==> config.mk <==
export PLATFORM = sky130hd
export DESIGN_NAME = tscc_front
export DESIGN_NICKNAME = d
export VERILOG_FILES = /design/src/tscc_pkg.sv /design/src/tscc_front.sv
export SDC_FILE = /design/constraint.sdc
export NUM_CORES = 1
export LEC_CHECK = 0
export ABC_CLOCK_PERIOD_IN_PS = 3800
export BUFFER_PORTS_ARGS = -buffer_cell sky130_fd_sc_hd__buf_2
export CORE_MARGIN = 3
export CORE_UTILIZATION = 50
export CTS_CLUSTER_DIAMETER = 50
export CTS_CLUSTER_SIZE = 14
export DETAILED_ROUTE_END_ITERATION = 8
export PLACE_DENSITY = 0.8
export SYNTH_ARGS = -nofsm -noshare
export SYNTH_HDL_FRONTEND = slang
export SYNTH_SLANG_ARGS = --single-unit
==> constraint.sdc <==
create_clock -name clk -period 3.8 [get_ports clk]
set_clock_uncertainty 0.05 [all_clocks]
set_input_delay 0.38 -clock clk [delete_from_list [all_inputs] [get_ports clk]]
set_output_delay 0.38 -clock clk [all_outputs]
set_load 0.005 [all_outputs]
==> src/tscc_pkg.sv <==
// Shared types and constants for the timed stimulus and change capture block.
// Holds the request and result records, the event queue entry and the mode codes.
// No dependencies.
`timescale 1ns / 1ps
`default_nettype none
package tscc_pkg;

  // Event queue geometry
  localparam int unsigned Q_DEPTH = 64;
  localparam int unsigned Q_AW    = $clog2(Q_DEPTH);
  localparam int unsigned Q_CW    = Q_AW + 1;

  // Request queue between front and back
  localparam int unsigned FQ_DEPTH = 2;
  localparam int unsigned FQ_AW    = $clog2(FQ_DEPTH);
  localparam int unsigned FQ_CW    = FQ_AW + 1;

  // Stream widths
  localparam int unsigned IN_TDATA_W   = 80;
  localparam int unsigned IN_TUSER_W   = 2;
  localparam int unsigned OUT_FIELDS_W = 100;
  localparam int unsigned OUT_TDATA_W  = 104;

  // Mode codes on the request side
  localparam logic [1:0] MODE_TICK     = 2'd0;
  localparam logic [1:0] MODE_PUSH_DIG = 2'd1;
  localparam logic [1:0] MODE_PUSH_ANA = 2'd2;

  typedef enum logic [1:0] {
    KIND_TICK,
    KIND_PUSH_DIG,
    KIND_PUSH_ANA,
    KIND_NONE
  } kind_t;

  typedef struct packed {
    kind_t       kind;
    logic [31:0] event_time;
    logic [15:0] event_value;
    logic [15:0] digital_in;
    logic [15:0] analog_in;
  } item_t;

  typedef struct packed {
    logic [31:0] when;
    logic [15:0] level;
  } evq_entry_t;

  typedef struct packed {
    logic full;
    logic empty;
  } evq_stat_t;

  typedef struct packed {
    logic [15:0] port_out;
    logic [15:0] dac_out;
    logic        digital_changed;
    logic [15:0] digital_value;
    logic        analog_changed;
    logic [15:0] analog_value;
    logic [31:0] report_time;
    logic        finished;
    logic        push_rejected;
  } result_t;

endpackage
`default_nettype wire

==> src/tscc_front.sv <==
// Request side: accepts stream requests, decodes the mode and queues them.
// Uses tscc_pkg. Feeds tscc_back through a small request queue.
`timescale 1ns / 1ps
`default_nettype none
module tscc_front (
  input  wire                                  clk,
  input  wire                                  rst,
  input  wire                                  s_axis_tvalid,
  output logic                                 s_axis_tready,
  input  wire  [tscc_pkg::IN_TDATA_W-1:0]      s_axis_tdata,
  input  wire  [tscc_pkg::IN_TUSER_W-1:0]      s_axis_tuser,
  output logic                                 item_valid,
  output tscc_pkg::item_t                      item,
  input  wire                                  item_pop
);
  import tscc_pkg::*;

  item_t             slot [FQ_DEPTH];
  item_t             decoded;
  logic [FQ_AW-1:0]  wr_ptr;
  logic [FQ_AW-1:0]  rd_ptr;
  logic [FQ_CW-1:0]  count;
  logic              accept;
  logic              take;

  always_comb begin
    case (s_axis_tuser)
      MODE_TICK:     decoded.kind = KIND_TICK;
      MODE_PUSH_DIG: decoded.kind = KIND_PUSH_DIG;
      MODE_PUSH_ANA: decoded.kind = KIND_PUSH_ANA;
      default:       decoded.kind = KIND_NONE;
    endcase
    decoded.event_time  = s_axis_tdata[31:0];
    decoded.event_value = s_axis_tdata[47:32];
    decoded.digital_in  = s_axis_tdata[63:48];
    decoded.analog_in   = s_axis_tdata[79:64];
  end

  assign s_axis_tready = (count != FQ_CW'(FQ_DEPTH));
  assign accept        = s_axis_tvalid && s_axis_tready;
  assign item_valid    = (count != '0);
  assign take          = item_pop && item_valid;
  assign item          = slot[rd_ptr];

  always_ff @(posedge clk) begin
    if (accept) begin
      slot[wr_ptr] <= decoded;
    end
  end

  always_ff @(posedge clk) begin
    if (rst) begin
      wr_ptr <= '0;
      rd_ptr <= '0;
      count  <= '0;
    end else begin
      if (accept) begin
        wr_ptr <= (wr_ptr == FQ_AW'(FQ_DEPTH - 1)) ? '0 : wr_ptr + 1'b1;
      end
      if (take) begin
        rd_ptr <= (rd_ptr == FQ_AW'(FQ_DEPTH - 1)) ? '0 : rd_ptr + 1'b1;
      end
      if (accept && !take) begin
        count <= count + 1'b1;
      end else if (take && !accept) begin
        count <= count - 1'b1;
      end
    end
  end

endmodule
`default_nettype wire

==> metrics.csv <==
stage;metric;value;unit
run_status;outcome;finished clean;
timing;Final Critical Period;2.50;ns
setup_path;crit path cell chain;mux2_2, buf_2;
setup_path;max incr delay on CP;1.04;ns
route;Detailed Route WL;10600;µm
route;remaining antenna violation count;0;
power_and_ir_drop;P per Cell Area;668;nW/µm²
die;core box area;11700;µm²
die;Starting Density;52.5;%
setup_path;R2R Setup Slk;1.67;ns
die;DIE WIDTH;117;µm
clocking;clock tree buffer depth;2;
timing;Fin Setup TNS;0;ns
clocking;number of CTS-inserted buffers;17;
setup_path;Critical path buffers and inverters;1;
global_route;first-pass GRT wire length;15900;µm
place;PortBufs;169;
finish;Final Core Density;66.0;%
clocking;Hold-fix buffers, CTS;0;
synth;register area share after synthesis;81.8;%
setup_path;CP arrival;2.07;ns
route;Via density;5.07;
clocking;clock-pin slew on the worst setup and hold paths;0.06;ns
timing;relative slew slack;29.4;%
global_route;number of global-route vias before repair;3277;
power_and_ir_drop;post-layout power;5.16;mW
synth;Ys Warns;0;
min_path;HP Class;in2reg;
synth;top cell type's share of synthesized area;80.2;%
timing;unrepaired setup endpoints after global routing;no;
global_route;GRT overflow;0;
die;die height;117;µm
place;DP HPWL;7060;µm
synth;Post-Syn Area;6140;µm²
synth;post-synth top area cell;edfxtp_1;
clocking;Worst-Skew Late Latency;0.41;ns
timing;Tcrit/Tclk final;65.7;%
synth;average size of a mapped cell;21.9;µm²
global_route;pin count of the biggest net entering global routing;83;
finish;layout cells sized above 1;60.3;%
clocking;H-tree depth;4;
setup_path;critical path's slowest cell;dfxtp_4;
clocking;CTS tree;done;
setup_path;Worst Setup Start Kind;register;
place;RD Place Congestion;0.710;
clocking;CTS Sinks;169;
clocking;Post-CTS Setup Inserts;0;
die;# rows;39;
timing;FMAX;0.401;GHz
global_route;initial antenna violation count;1;
setup_path;worst-path fanout max;82;
power_and_ir_drop;Leak Pwr;2.90;nW
power_and_ir_drop;IR drop worst, VDD;450;µV
min_path;worst hold path cell count;1;
synth;FF+latch count, synth;169;
route;Iteration-0 DRC Markers;183;
setup_path;FF-to-FF path depth;3;
run;Max-Cap Viols;0;
die;IO Count;170;
synth;Post-Synthesis Cells;281;
synth;post-synthesis cell type count;19;
timing;Final Max Tran Viols;0;
global_route;global-route usage over all layers;15.7;%
clocking;CTS root buf;clkbuf_16;
timing;Slew @ Worst Pin;1.06;ns
setup_path;Setup CP Type;reg2out;
finish;# nets final;548;
route;first-pass iteration count of the detailed router;4;
synth;Area contributors post-synth;edfxtp_1, mux2_2, dfxtp_1, buf_4, xor2_1;
synth;syn nets;368;
clocking;CTS resizes;0;
setup_path;Critical Path Stages;2;
timing;Final Hold Viols;0;
setup_path;crit end category;primary output;
route;wire length per cell;17.1;µm
finish;synthesis-to-layout area growth;25.9;%
route;Residual DRC;0;
setup_path;crit-path leading delay family;flip-flops;
die;DIE AREA;13700;µm²
route;routed vias;3127;
finish;Filler cells;816;
setup_path;CP Data Required Time;3.37;ns
timing;setup violators final;0;
[placed cells by master (no fill, tap or decap)]
cell type / n
nor2_1: 3
or3_1: 1
a21oi_1: 2
clkbuf_1: 4
or2_2: 1
edfxtp_1: 164
bufinv_16: 4
clkinv_2: 5
buf_12: 1
clkinvlp_4: 1
o21ai_0: 2
and3_4: 1
ha_1: 1
a21bo_2: 1
dfxtp_4: 1
mux2_2: 82
nand3b_1: 1
clkinv_1: 1
dfxtp_1: 4
xor2_1: 3
buf_2: 169
diode_2: 1
buf_4: 2
and2_1: 1
clkbuf_16: 17
nand2b_1: 1
[layer usage]
metal	up-vias	global-route usage [%]	routed length [µm]
li1	1468	-	-
met1	1518	18.1	4270
met2	123	26.1	5240
met3	18	6.17	858
met4	0	6.73	197
met5	-	0	0
[cell usage after synthesis]
library cell,n
nand3b_1,1
nor2_1,3
o21ai_0,2
dfxtp_1,5
buf_4,8
or2_2,1
ha_1,1
nand2b_1,1
and2_1,1
or3_1,1
a21bo_2,1
buf_2,1
a21oi_1,2
edfxtp_1,164
clkbuf_1,2
inv_1,1
xor2_1,3
mux2_2,82
and3_1,1
[state kept, by name, indices dropped and copies added (netlist names), named ones only]
name	flops
count	2
rd_ptr	1
slot	164
wr_ptr	1
[area by class of cell]
type	instances	area, µm²	share of cell area, %
clock buffer	21	440	5.69
tap	143	179	2.31
timing repair buffer	172	881	11.4
sequential	169	5030	65.0
multi-input combinational	100	1050	13.5
inverter	1	5.00	0.0647
clock inverter	10	151	1.96
antenna	1	2.50	0.0324
[report_power, final]
part | switching (mW) | total, mW | internal [mW]
Clock | 0.620 | 1.71 | 1.09
Sequential | 0.171 | 2.50 | 2.33
Combinational | 0.406 | 0.952 | 0.546
Total | 1.20 | 5.16 | 3.97
[worst paths after layout]
path	endpoint	start
worst max register to register	slot[1][43]	count[0]
worst min register to register	rd_ptr	rd_ptr
worst max-delay path	item[23]	register
worst min-delay path	slot[1][59]	s_axis_tdata[11]
[cells by family (layout without fill, tap and decap cells)]
logic type | after synthesis | in the layout | synth area share, %
buf+inv | 12 | 204 | 1.24
fa+ha+maj | 1 | 1 | 0.204
other cells | 0 | 1 | 0
xor+xnor | 3 | 3 | 0.428
mux | 82 | 82 | 15.0
compound gates | 5 | 5 | 0.489
flops | 169 | 169 | 81.8
simple gates | 9 | 9 | 0.815
[metrics by stage]
| stage | setup slack (ns) | hold slack [ns] | cell area (µm²) | cells |
|---|---|---|---|---|
| global route | 1.18 | 0.0850 | 7730 | 616 |
| detailed placement | 1.65 | 0.457 | 7140 | 585 |
| global placement | 1.70 | 0.436 | 7140 | 585 |
| finish | 1.30 | 0.106 | 7730 | 617 |
| floorplan | 0.745 | 0.399 | 6140 | 281 |
| CTS | 1.25 | 0.0875 | 7730 | 616 |
(Power assumes the default switching activity.)
